--- src/rtl/mb_pkg.sv ---
package mb_pkg;

    // grid and number format
    localparam int GRID_COLUMNS  = 1024;
    localparam int GRID_ROWS     = 1024;
    localparam int FRACTION_BITS = 28;

    localparam int IDX_W   = 10;
    localparam int WORD_W  = 32;
    localparam int COUNT_W = 16;
    localparam int PROD_W  = 2 * WORD_W;
    localparam int CFG_IDX_W = 3;

    // squared terms after the fraction shift
    localparam int XS_W = PROD_W - FRACTION_BITS;
    // cross term after the shift by one less
    localparam int XY_W = PROD_W - FRACTION_BITS + 1;
    // sums ahead of saturation: z update and c = origin + index*step
    localparam int ZSUM_W = ((XY_W > WORD_W) ? XY_W : WORD_W) + 2;
    localparam int CSUM_W = WORD_W + IDX_W + 2;
    localparam int SAT_W  = (ZSUM_W > CSUM_W) ? ZSUM_W : CSUM_W;

    // escape bound 2*2 in fixed point
    localparam logic [PROD_W:0] ESC_BOUND = (PROD_W + 1)'(4) << FRACTION_BITS;

    // register indexes
    localparam logic [CFG_IDX_W-1:0] CFG_ORIGIN_REAL = 3'd0;
    localparam logic [CFG_IDX_W-1:0] CFG_ORIGIN_IMAG = 3'd1;
    localparam logic [CFG_IDX_W-1:0] CFG_STEP_REAL   = 3'd2;
    localparam logic [CFG_IDX_W-1:0] CFG_STEP_IMAG   = 3'd3;
    localparam logic [CFG_IDX_W-1:0] CFG_ITER_LIMIT  = 3'd4;

    typedef struct packed {
        logic signed [WORD_W-1:0]  origin_real;
        logic signed [WORD_W-1:0]  origin_imag;
        logic signed [WORD_W-1:0]  step_real;
        logic signed [WORD_W-1:0]  step_imag;
        logic        [COUNT_W-1:0] iteration_limit;
    } t_cfg;

    typedef enum logic [3:0] {
        ST_IDLE,
        ST_C_RE,
        ST_C_IM,
        ST_C_DONE,
        ST_XX,
        ST_YY,
        ST_XY,
        ST_UPD,
        ST_DONE
    } t_state;

    // clip to the signed word range
    function automatic logic signed [WORD_W-1:0] sat32(input logic signed [SAT_W-1:0] v);
        logic signed [SAT_W-1:0] hi;
        logic signed [SAT_W-1:0] lo;
        hi = SAT_W'(32'sh7FFFFFFF);
        lo = SAT_W'($signed(32'h80000000));
        if (v > hi) begin
            return 32'sh7FFFFFFF;
        end else if (v < lo) begin
            return $signed(32'h80000000);
        end else begin
            return $signed(v[WORD_W-1:0]);
        end
    endfunction

endpackage

--- src/rtl/mb_cfg_regs.sv ---
module mb_cfg_regs
    import mb_pkg::*;
(
    input  logic                 i_clk,
    input  logic                 i_rst_n,
    input  logic                 i_cfg_we,
    input  logic [CFG_IDX_W-1:0] i_cfg_index,
    input  logic [WORD_W-1:0]    i_cfg_data,
    output t_cfg                 o_cfg
);

    t_cfg r_cfg;

    // register writes, unknown indexes dropped
    always_ff @(posedge i_clk) begin
        if (!i_rst_n) begin
            r_cfg.origin_real     <= $signed(32'hE0000000);
            r_cfg.origin_imag     <= $signed(32'hF0000000);
            r_cfg.step_real       <= 32'sd786432;
            r_cfg.step_imag       <= 32'sd524288;
            r_cfg.iteration_limit <= 16'd256;
        end else if (i_cfg_we) begin
            unique case (i_cfg_index)
                CFG_ORIGIN_REAL: r_cfg.origin_real     <= $signed(i_cfg_data);
                CFG_ORIGIN_IMAG: r_cfg.origin_imag     <= $signed(i_cfg_data);
                CFG_STEP_REAL:   r_cfg.step_real       <= $signed(i_cfg_data);
                CFG_STEP_IMAG:   r_cfg.step_imag       <= $signed(i_cfg_data);
                CFG_ITER_LIMIT:  r_cfg.iteration_limit <= i_cfg_data[COUNT_W-1:0];
                default: ;
            endcase
        end
    end

    assign o_cfg = r_cfg;

endmodule

--- src/rtl/mb_mul.sv ---
module mb_mul
    import mb_pkg::*;
(
    input  logic                     i_clk,
    input  logic                     i_en,
    input  logic signed [WORD_W-1:0] i_a,
    input  logic signed [WORD_W-1:0] i_b,
    output logic signed [PROD_W-1:0] o_prod
);

    logic signed [PROD_W-1:0] r_prod;

    // one signed 32x32 product per cycle while i_en is high, registered
    always_ff @(posedge i_clk) begin
        if (i_en) begin
            r_prod <= PROD_W'(i_a) * PROD_W'(i_b);
        end
    end

    assign o_prod = r_prod;

endmodule

--- src/rtl/mb_core.sv ---
module mb_core
    import mb_pkg::*;
(
    input  logic               i_clk,
    input  logic               i_rst_n,
    input  t_cfg               i_cfg,
    input  logic               i_s_tvalid,
    output logic               o_s_tready,
    input  logic [IDX_W-1:0]   i_column,
    input  logic [IDX_W-1:0]   i_row,
    output logic               o_m_tvalid,
    input  logic               i_m_tready,
    output logic [COUNT_W-1:0] o_count
);

    t_state r_state;
    t_state n_state;

    logic [IDX_W-1:0]          r_col;
    logic [IDX_W-1:0]          r_row;
    logic signed [WORD_W-1:0]  r_cr;
    logic signed [WORD_W-1:0]  r_ci;
    logic signed [WORD_W-1:0]  r_x;
    logic signed [WORD_W-1:0]  r_y;
    logic [XS_W-1:0]           r_xs;
    logic [XS_W-1:0]           r_ys;
    logic [COUNT_W-1:0]        r_n;
    logic                      r_out_valid;
    logic [COUNT_W-1:0]        r_out_count;

    logic                      mul_en;
    logic signed [WORD_W-1:0]  mul_a;
    logic signed [WORD_W-1:0]  mul_b;
    logic signed [PROD_W-1:0]  prod;

    logic [IDX_W-1:0]          col_clip;
    logic [IDX_W-1:0]          row_clip;
    logic                      accept;
    logic                      escaped;
    logic [COUNT_W-1:0]        n_inc;
    logic                      at_limit;
    logic                      out_free;
    logic signed [SAT_W-1:0]   xs_s;
    logic signed [SAT_W-1:0]   ys_s;
    logic signed [SAT_W-1:0]   xy_s;
    logic signed [SAT_W-1:0]   c_sum;
    logic signed [WORD_W-1:0]  c_origin;

    mb_mul u_mul (
        .i_clk  (i_clk),
        .i_en   (mul_en),
        .i_a    (mul_a),
        .i_b    (mul_b),
        .o_prod (prod)
    );

    // clamp indexes to the grid
    always_comb begin
        col_clip = i_column;
        row_clip = i_row;
        if (17'(i_column) >= 17'(GRID_COLUMNS)) begin
            col_clip = IDX_W'(GRID_COLUMNS - 1);
        end
        if (17'(i_row) >= 17'(GRID_ROWS)) begin
            row_clip = IDX_W'(GRID_ROWS - 1);
        end
    end

    assign accept   = i_s_tvalid && o_s_tready;
    assign out_free = !r_out_valid || i_m_tready;

    // iteration terms
    assign escaped  = ((PROD_W + 1)'(r_xs) + (PROD_W + 1)'(r_ys)) > ESC_BOUND;
    assign n_inc    = r_n + COUNT_W'(1);
    assign at_limit = n_inc >= i_cfg.iteration_limit;
    assign xs_s     = SAT_W'($signed({1'b0, r_xs}));
    assign ys_s     = SAT_W'($signed({1'b0, r_ys}));
    assign xy_s     = SAT_W'($signed(prod[PROD_W-1:FRACTION_BITS-1]));
    assign c_origin = (r_state == ST_C_IM) ? i_cfg.origin_real : i_cfg.origin_imag;
    assign c_sum    = SAT_W'(c_origin) + SAT_W'(prod);

    // next state
    always_comb begin
        n_state = r_state;
        unique case (r_state)
            ST_IDLE:   if (i_s_tvalid) n_state = ST_C_RE;
            ST_C_RE:   n_state = ST_C_IM;
            ST_C_IM:   n_state = ST_C_DONE;
            ST_C_DONE: n_state = (i_cfg.iteration_limit == '0) ? ST_DONE : ST_XX;
            ST_XX:     n_state = ST_YY;
            ST_YY:     n_state = ST_XY;
            ST_XY:     n_state = ST_UPD;
            ST_UPD:    n_state = (escaped || at_limit) ? ST_DONE : ST_XX;
            ST_DONE:   if (out_free) n_state = ST_IDLE;
            default:   n_state = ST_IDLE;
        endcase
    end

    // multiplier operand select and handshake
    always_comb begin
        mul_en     = 1'b0;
        mul_a      = r_x;
        mul_b      = r_x;
        o_s_tready = 1'b0;
        unique case (r_state)
            ST_IDLE: o_s_tready = i_rst_n;
            ST_C_RE: begin
                mul_en = 1'b1;
                mul_a  = WORD_W'($signed({1'b0, r_col}));
                mul_b  = i_cfg.step_real;
            end
            ST_C_IM: begin
                mul_en = 1'b1;
                mul_a  = WORD_W'($signed({1'b0, r_row}));
                mul_b  = i_cfg.step_imag;
            end
            ST_XX: mul_en = 1'b1;
            ST_YY: begin
                mul_en = 1'b1;
                mul_a  = r_y;
                mul_b  = r_y;
            end
            ST_XY: begin
                mul_en = 1'b1;
                mul_b  = r_y;
            end
            default: ;
        endcase
    end

    // state register
    always_ff @(posedge i_clk) begin
        if (!i_rst_n) begin
            r_state <= ST_IDLE;
        end else begin
            r_state <= n_state;
        end
    end

    // datapath registers
    always_ff @(posedge i_clk) begin
        unique case (r_state)
            ST_IDLE: begin
                if (accept) begin
                    r_col <= col_clip;
                    r_row <= row_clip;
                    r_x   <= '0;
                    r_y   <= '0;
                    r_n   <= '0;
                end
            end
            ST_C_IM:   r_cr <= sat32(c_sum);
            ST_C_DONE: r_ci <= sat32(c_sum);
            ST_YY:     r_xs <= prod[PROD_W-1:FRACTION_BITS];
            ST_XY:     r_ys <= prod[PROD_W-1:FRACTION_BITS];
            ST_UPD: begin
                if (!escaped) begin
                    r_x <= sat32(xs_s - ys_s + SAT_W'(r_cr));
                    r_y <= sat32(xy_s + SAT_W'(r_ci));
                    r_n <= n_inc;
                end
            end
            default: ;
        endcase
    end

    // result word register
    always_ff @(posedge i_clk) begin
        if (!i_rst_n) begin
            r_out_valid <= 1'b0;
        end else if (r_state == ST_DONE && out_free) begin
            r_out_valid <= 1'b1;
        end else if (i_m_tready) begin
            r_out_valid <= 1'b0;
        end
    end

    always_ff @(posedge i_clk) begin
        if (r_state == ST_DONE && out_free) begin
            r_out_count <= r_n;
        end
    end

    assign o_m_tvalid = r_out_valid;
    assign o_count    = r_out_count;

endmodule

--- src/rtl/mandelbrot_escape_time.sv ---
// channel   direction  signals                          word contents
// s         in         i_s_tvalid/o_s_tready/i_s_tdata  column, row
// m         out        o_m_tvalid/i_m_tready/o_m_tdata  iteration_count
// cfg       in         i_cfg_we/i_cfg_index/i_cfg_data  register write
//
// a single 32x32 multiplier is shared by c setup and the three products
// of each iteration, four steps per pass; the result word is registered
// as the core leaves its done state and tready returns with it, so the
// pixels are computed one at a time, through c setup and the passes.
// synchronous active-low reset loads the default view and limit.
// the next pixel is taken while a finished word waits on the m side; a
// pixel that finishes before that word leaves holds in its last step.
module mandelbrot_escape_time
    import mb_pkg::*;
(
    input  logic                 i_clk,
    input  logic                 i_rst_n,
    input  logic                 i_s_tvalid,
    output logic                 o_s_tready,
    input  logic [23:0]          i_s_tdata,   // [9:0] column, [19:10] row
    output logic                 o_m_tvalid,
    input  logic                 i_m_tready,
    output logic [15:0]          o_m_tdata,   // [15:0] iteration_count
    input  logic                 i_cfg_we,
    input  logic [CFG_IDX_W-1:0] i_cfg_index,
    input  logic [WORD_W-1:0]    i_cfg_data
);

    t_cfg cfg;

    mb_cfg_regs u_cfg (
        .i_clk       (i_clk),
        .i_rst_n     (i_rst_n),
        .i_cfg_we    (i_cfg_we),
        .i_cfg_index (i_cfg_index),
        .i_cfg_data  (i_cfg_data),
        .o_cfg       (cfg)
    );

    mb_core u_core (
        .i_clk      (i_clk),
        .i_rst_n    (i_rst_n),
        .i_cfg      (cfg),
        .i_s_tvalid (i_s_tvalid),
        .o_s_tready (o_s_tready),
        .i_column   (i_s_tdata[IDX_W-1:0]),
        .i_row      (i_s_tdata[2*IDX_W-1:IDX_W]),
        .o_m_tvalid (o_m_tvalid),
        .i_m_tready (i_m_tready),
        .o_count    (o_m_tdata)
    );

endmodule

--- config.mk ---
export PLATFORM = sky130hd
export DESIGN_NAME = mandelbrot_escape_time
export DESIGN_NICKNAME = d
export VERILOG_FILES = /design/src/rtl/mb_pkg.sv /design/src/rtl/mb_cfg_regs.sv /design/src/rtl/mb_mul.sv /design/src/rtl/mb_core.sv /design/src/rtl/mandelbrot_escape_time.sv
export SDC_FILE = /design/constraint.sdc
export NUM_CORES = 2
export LEC_CHECK = 0
export BUFFER_PORTS_ARGS = -buffer_cell sky130_fd_sc_hd__clkbuf_2
export CAP_MARGIN = 10
export CORE_AREA = 2 2 292 409
export CTS_CLUSTER_DIAMETER = 100
export DETAILED_ROUTE_END_ITERATION = 7
export DIE_AREA = 0 0 294 411
export GPL_TIMING_DRIVEN = 0
export PLACE_DENSITY = 0.71
export SLEW_MARGIN = 0
export SYNTH_ARGS = -nofsm -noshare
export SYNTH_HDL_FRONTEND = slang
export SYNTH_SLANG_ARGS = --single-unit
--- constraint.sdc ---
create_clock -name i_clk -period 31.5 [get_ports i_clk]
set_input_delay 6.3 -clock i_clk [delete_from_list [all_inputs] [get_ports i_clk]]
set_output_delay 6.3 -clock i_clk [all_outputs]
set_load 0.02 [all_outputs]
After elaboration in Yosys (flattened, before gate mapping). Index checks and enable logic that the tools add are counted.

$lt $le $gt $ge: 8. Mux-type cells: 26. Reductions and logical operators: 20. Multipliers: 1. Add/subtract/negate cells: 6. Eq/ne operators: 16.

Operators with widths (count): $mux W32 (10); $pmux W32 S3 (2); $gt A44 B32 Y1 const B (3); $lt A44 B32 Y1 const B (3); $pmux W32 S2 (2); $add A37 B32 Y38 (2); $gt A65 B31 Y1 const B (1); $mul A32 B32 Y64 (1); $add A32 B44 Y44 (1); $add A36 B36 Y37 (1); $sub A36 B36 Y37 (1); $pmux W4 S9 (1); $mux W16 (2); $pmux W16 S2 (1); $add A16 B1 Y16 const B (1); $eq A4 B3 Y1 const B (4); $ge A16 B16 Y1 (1); $logic_not A16 Y1 (1); $mux W4 (4); $reduce_and A2 Y1 (7); $eq A4 B2 Y1 const B (2); $eq A3 B2 Y1 const B (2); $reduce_or A5 Y1 (1); $eq A4 B1 Y1 const B (1); other kinds (14) (22).

Logic and storage cells: 95. Register bits after elaboration: 465. Input bits: 64.

Longest topological paths before layout.
Depth after elaboration: 7. Mapped depth: 40. Depth with buffers taken out: 36.

Hierarchy. Synthesis repeated with hierarchy kept, for this count alone.

Cells, all modules: 6808. Area total of the unflattened synthesis: 64983.6 sq um.

By module, submodules not included: mb_mul (sequential area each 1921.8 sq um, cells an instance 3945, area each 38119.1 sq um, times used 1); mb_core (sequential area each 7667.4 sq um, cells an instance 2346, area each 21520.6 sq um, times used 1); mb_cfg_regs (sequential area each 2882.8 sq um, cells an instance 517, area each 5343.9 sq um, times used 1).

Worst setup path before layout. Ideal clock, no wire load.

Kind: input to output. Start: input i_rst_n. End: output o_s_tready. Data arrival time: 6.551 ns. Data required time: 25.200 ns. Path slack: 18.649 ns. Stages: 1. Buffers on the path: 0. Path through: and3_1.

Word-level cells in the longest chain between the ends: 1.

Ends and longest elaborated chain: from (decl) (line mandelbrot_escape_time.sv:17) `input logic i_rst_n,`; $mux W1 (line mb_core.sv:105) `unique case (r_state)`; to (decl) (line mandelbrot_escape_time.sv:19) `output logic o_s_tready,`.

Every way passes these cells.

Worst setup path after layout.
Start: register u_core.r_state[2]. End: register u_core.u_mul.r_prod[52] (netlist: u_core.u_mul.o_prod[52]) (data pin).

Word-level cells in the longest chain between the ends: 4. Elaborated cells on any way between the ends: 8.

Ends and longest elaborated chain: from (decl) (line mb_core.sv:16) `t_state r_state;`; from (signal assigned) (line mb_core.sv:136) `r_state <= n_state;`; $eq A4 B3 Y1 (line mb_core.sv:105); $reduce_or A2 Y1 (no line); $pmux W32 S3 (line mb_core.sv:105); $mul A32 B32 Y64 * (line mb_mul.sv:16) `r_prod <= PROD_W'(i_a) * PROD_W'(i_b);`; to (signal assigned) (line mb_mul.sv:16); to (decl) (line mb_mul.sv:11) `logic signed [PROD_W-1:0] r_prod;`.

Mark *: on every way between the ends. The rest lies on a longest branch, timed or not. A chain may end at the register's enable or synchronous reset.

==> reports/metrics.sh <==
WORSTSETUPENDPOINTTYPE='register'
ROUTE.VIAS.TOTAL=52892
WORSTHOLDPATHCELLS=2
H-TREE-DEPTH=2
SYN2LAYOUT_AREA_GROWTH_PCT=6.50
FAILED_CHECKS='slew limit'
AVERAGE_CELL_AREA_AFTER_SYNTHESIS_UM2=9.23
DRIVE_ABOVE_1_SHARE_PCT=4.08
GRT_ANTENNA_BEFORE_REPAIR=4
FF2FF_PATH_DEPTH=34
MOST_COMMON_LIBRARY_CELL_IN_THE_LAYOUT_IGNORING_FILL_AND_TAPS='sky130_fd_sc_hd__inv_1'
IO_BUFFERS=77
CLKTRANSATPATHREGS_PS=80
YOSYS_MOST_USED_DFF='sky130_fd_sc_hd__edfxtp_1'
WORSTPATHMAXFANOUT=10
HOLDCRITPATHCLASS='register to register'
POSTROUTEWIRELENGTH_UM=260000
SYNTH_COMPOUND_AREA_SHARE_PCT=12.2
DIE_AREA_UM2=121000
SYNTH_TOP_CELLS_BY_AREA='sky130_fd_sc_hd__fa_1 34%, sky130_fd_sc_hd__edfxtp_1 15%, sky130_fd_sc_hd__ha_1 7.6%'
CP-START-KIND='register'
FIN_CRIT_SH_PCT=45.2
FIN_WORST_SKEW_PS=44.8
POST-DP-HPWL_UM=216000
ACHIEVABLE-FREQUENCY_MHz=70.2
CORE_AREA_UM2=117000
GRT_PASS1_WL_UM=370000
SYNTH-ASYNC-RESET-RATIO_PCT=0
OUTCOME='finished with violations'
DETAILEDROUTE.FIRSTITERATIONVIOLATIONS=4872
CTS_TREE='done'
GRT_PASS1_VIAS=53570
ADDER_AND_MAJORITY_CELL_FRACTION_OF_THE_SYNTHESIZED_AREA_PCT=41.6
SLOWEST_STAGE='sky130_fd_sc_hd__a21oi_1'
YOSYS_WARNINGS=0
TRACK_USAGE_PCT=43.5
SYNTH_EDF_COUNT=316
GRT_SETUP_UNREPAIRED='false'
POSTSYNTHREGISTERBITS=465
CTS_INSERTED_BUFFERS=41
TIMING.MAX_SLEW.REL_SLACK_PCT=-8.29
REPORT.FINAL.HOLD_VIOL_COUNT=0
ROUTED_VIA_DENSITY=6.13
POST_SYNTH_AND_OR_NAND_NOR_AREA_FRACTION_PCT=14.1
WORSTSKEWPAIRLATENCY_PS=620
CTSRESIZECOUNT=0
STARTING_DENSITY_OF_THE_CORE_PCT=54.6
FINAL_NET_COUNT=8624
CP.REQUIRED_PS=31830
LAYOUT.CELLS.MOST_COMMON_LIST='1106 x sky130_fd_sc_hd__inv_1, 1087 x sky130_fd_sc_hd__fa_1, 1011 x sky130_fd_sc_hd__nand2_1, 657 x sky130_fd_sc_hd__nor2_1, 390 x sky130_fd_sc_hd__ha_1'
CTS.HOLD.BUFFERS_ADDED=0
DETAIL_ROUTE.WL_PER_CELL_UM=30.1
GRT_REMAINING_OVERFLOW=0
SYNTHESIS.INSTANCES=6931
SYNTH.YOSYS.SEQ_AREA_SHARE_PCT=19.5
SYNTH_LARGEST_AREA_CELL='sky130_fd_sc_hd__fa_1'
DRC_ERRORS=0
SYNTH_TOP_FAMILY_BY_AREA='adder cells'
SETUP_TOTAL_NEG_SLACK_PS=0
TIMING.FINAL.CRIT_PERIOD_PS=14240
CTS_NUM_SINKS=465
GRT_MAX_DEGREE=65
WORST_PATH_LARGEST_CELL_DELAY_PS=1110
ANT_NETS=0
SETUP_VIOL_COUNT_FINAL=0
SYN_NETS=8472
SYNTHESIS.AREA_UM2=64000
LARGEST_BUFFER_COUNT_ON_ANY_CLOCK_PATH=3
SYNTH_CELL_TYPE_COUNT=93
NUM_IO_PINS=82
MAX_CAP_VIOLATIONS=0
TOTAL_SETUP_BUFFERS_INSERTED_AFTER_CTS=0
PLACE_CONGESTION=1.06
SYNTH_XOR_AREA_SHARE_PCT=3.05
CORE.ROWCOUNT=149
CRITPATHARRIVALTIME_PS=14570
WORST_PATH_MOST_REPEATED_CELL='sky130_fd_sc_hd__fa_1'
CATEGORY_OF_THE_CRITICAL_SETUP_TIMING_PATH='register to register'
SYNTH.AREA.MUX_SHARE_PCT=0.802
CTSROOTBUFFERMASTER='sky130_fd_sc_hd__clkbuf_16'
SYNTH_LARGEST_TYPE_AREA_FRACTION_PCT=34.0
DRTPASS1ITERATIONS=7
TIMING_WORST_SLEW_PIN_VALUE_PS=1620
VERTICAL_DIE_DIMENSION_UM=411
WIDTH_OF_THE_DIE_UM=294
SLEW_VIOL_FINAL=20
[layout make-up]
cell class                 instances  area [um^2]
antenna                            3         7.51
buffer                           351         1370
clock buffer                      44         1050
clock inverter                    29          343
fill                           10498        49100
inverter                        1110         4170
multi-input combinational       5005        46000
sequential                       465        12500
tap                             1510         1890
timing repair buffer             109          802
[cell usage after synthesis, types with 10 or more instances]
cell	instances
sky130_fd_sc_hd__inv_1	1107
sky130_fd_sc_hd__fa_1	1087
sky130_fd_sc_hd__nand2_1	1011
sky130_fd_sc_hd__nor2_1	658
sky130_fd_sc_hd__ha_1	390
sky130_fd_sc_hd__edfxtp_1	316
sky130_fd_sc_hd__clkbuf_1	314
sky130_fd_sc_hd__a21oi_1	260
sky130_fd_sc_hd__a21o_1	162
sky130_fd_sc_hd__dfxtp_1	149
sky130_fd_sc_hd__xnor2_1	146
sky130_fd_sc_hd__a21boi_0	140
sky130_fd_sc_hd__o21ai_0	120
sky130_fd_sc_hd__nand3_1	95
sky130_fd_sc_hd__xor2_1	73
sky130_fd_sc_hd__nor3_1	59
sky130_fd_sc_hd__nand4_1	53
sky130_fd_sc_hd__and2_1	49
sky130_fd_sc_hd__o21bai_1	46
sky130_fd_sc_hd__o21a_1	44
sky130_fd_sc_hd__nand2b_1	41
sky130_fd_sc_hd__mux2_2	34
sky130_fd_sc_hd__nor2b_1	31
sky130_fd_sc_hd__a211oi_1	30
sky130_fd_sc_hd__o211ai_1	30
sky130_fd_sc_hd__o21ai_1	30
sky130_fd_sc_hd__a222oi_1	29
sky130_fd_sc_hd__a31oi_1	28
sky130_fd_sc_hd__and3_1	28
sky130_fd_sc_hd__a22o_1	27
sky130_fd_sc_hd__nor4_1	26
sky130_fd_sc_hd__a22oi_1	23
sky130_fd_sc_hd__o31ai_1	21
sky130_fd_sc_hd__buf_2	18
sky130_fd_sc_hd__and4_1	16
sky130_fd_sc_hd__buf_1	16
sky130_fd_sc_hd__o2111ai_1	16
sky130_fd_sc_hd__or2_2	16
sky130_fd_sc_hd__mux2i_1	13
sky130_fd_sc_hd__a311oi_1	11
sky130_fd_sc_hd__o311a_1	10
[state kept, by name, indices dropped and copies added, names as in the netlist, 16 cells and up]
signal and cells:
u_cfg.o_cfg 144, u_core.u_mul.o_prod 64, u_core.r_xs 36, u_core.r_ys 36, u_core.r_ci 32, u_core.r_cr 32, u_core.r_x 32, u_core.r_y 32
u_core.o_count 16, u_core.r_n 16
[kinds of logic after synthesis]
group | count (synthesis)
xor+xnor | 221
mux | 47
compound gates | 1133
fa+ha+maj | 1477
flops | 465
buf+inv | 1461
simple gates | 2127
[metal layers]
metal	up-vias	GRT usage, %	share of wire, %
met1	26529	49.3	34
met2	2883	70.7	47
met3	910	7.42	8.4
met4	0	38.6	11
li1	22570	-	-
met5	-	0	0
[through the flow]
step / util [%] / setup WS (ps) / hold WS, ps / instance area (um^2) / std cells
final: 58.1 / 17260 / 466 / 68100 / 8626
after global routing: 58.1 / 17270 / 482 / 68100 / 8623
after CTS: 58.0 / 17850 / 465 / 68000 / 8618
after detailed placement: 56.8 / 17920 / 455 / 66700 / 8545
after global placement: 56.5 / 16070 / 446 / 66300 / 8518
after floorplan: - / 18650 / 435 / 64000 / 6931
[worst paths after layout]
check        slack [ps]                      startpoint                                 to
max               17260  u_core.r_state[2]$_SDFFE_PN0P_  u_core.u_mul.o_prod[52]$_DFFE_PP_
min                 470   u_cfg.o_cfg[140]$_SDFFE_PN0P_      u_cfg.o_cfg[140]$_SDFFE_PN0P_
max reg2reg       17260  u_core.r_state[2]$_SDFFE_PN0P_  u_core.u_mul.o_prod[52]$_DFFE_PP_
min reg2reg         470   u_cfg.o_cfg[140]$_SDFFE_PN0P_      u_cfg.o_cfg[140]$_SDFFE_PN0P_
[worst max-delay path, delay by kind of cell, from the launching register on]
kind                       cells  cell delay (ps)
adders and majority gates      9             4450
AOI/OAI and AO/OA             10             4040
buffers and inverters          9             2860
and+or+nand+nor                6             2280
DFF                            1              310
Power is left out: the tool's default activity adds up to more than one toggle a clock period on the data nets, which glitch-free logic cannot reach.
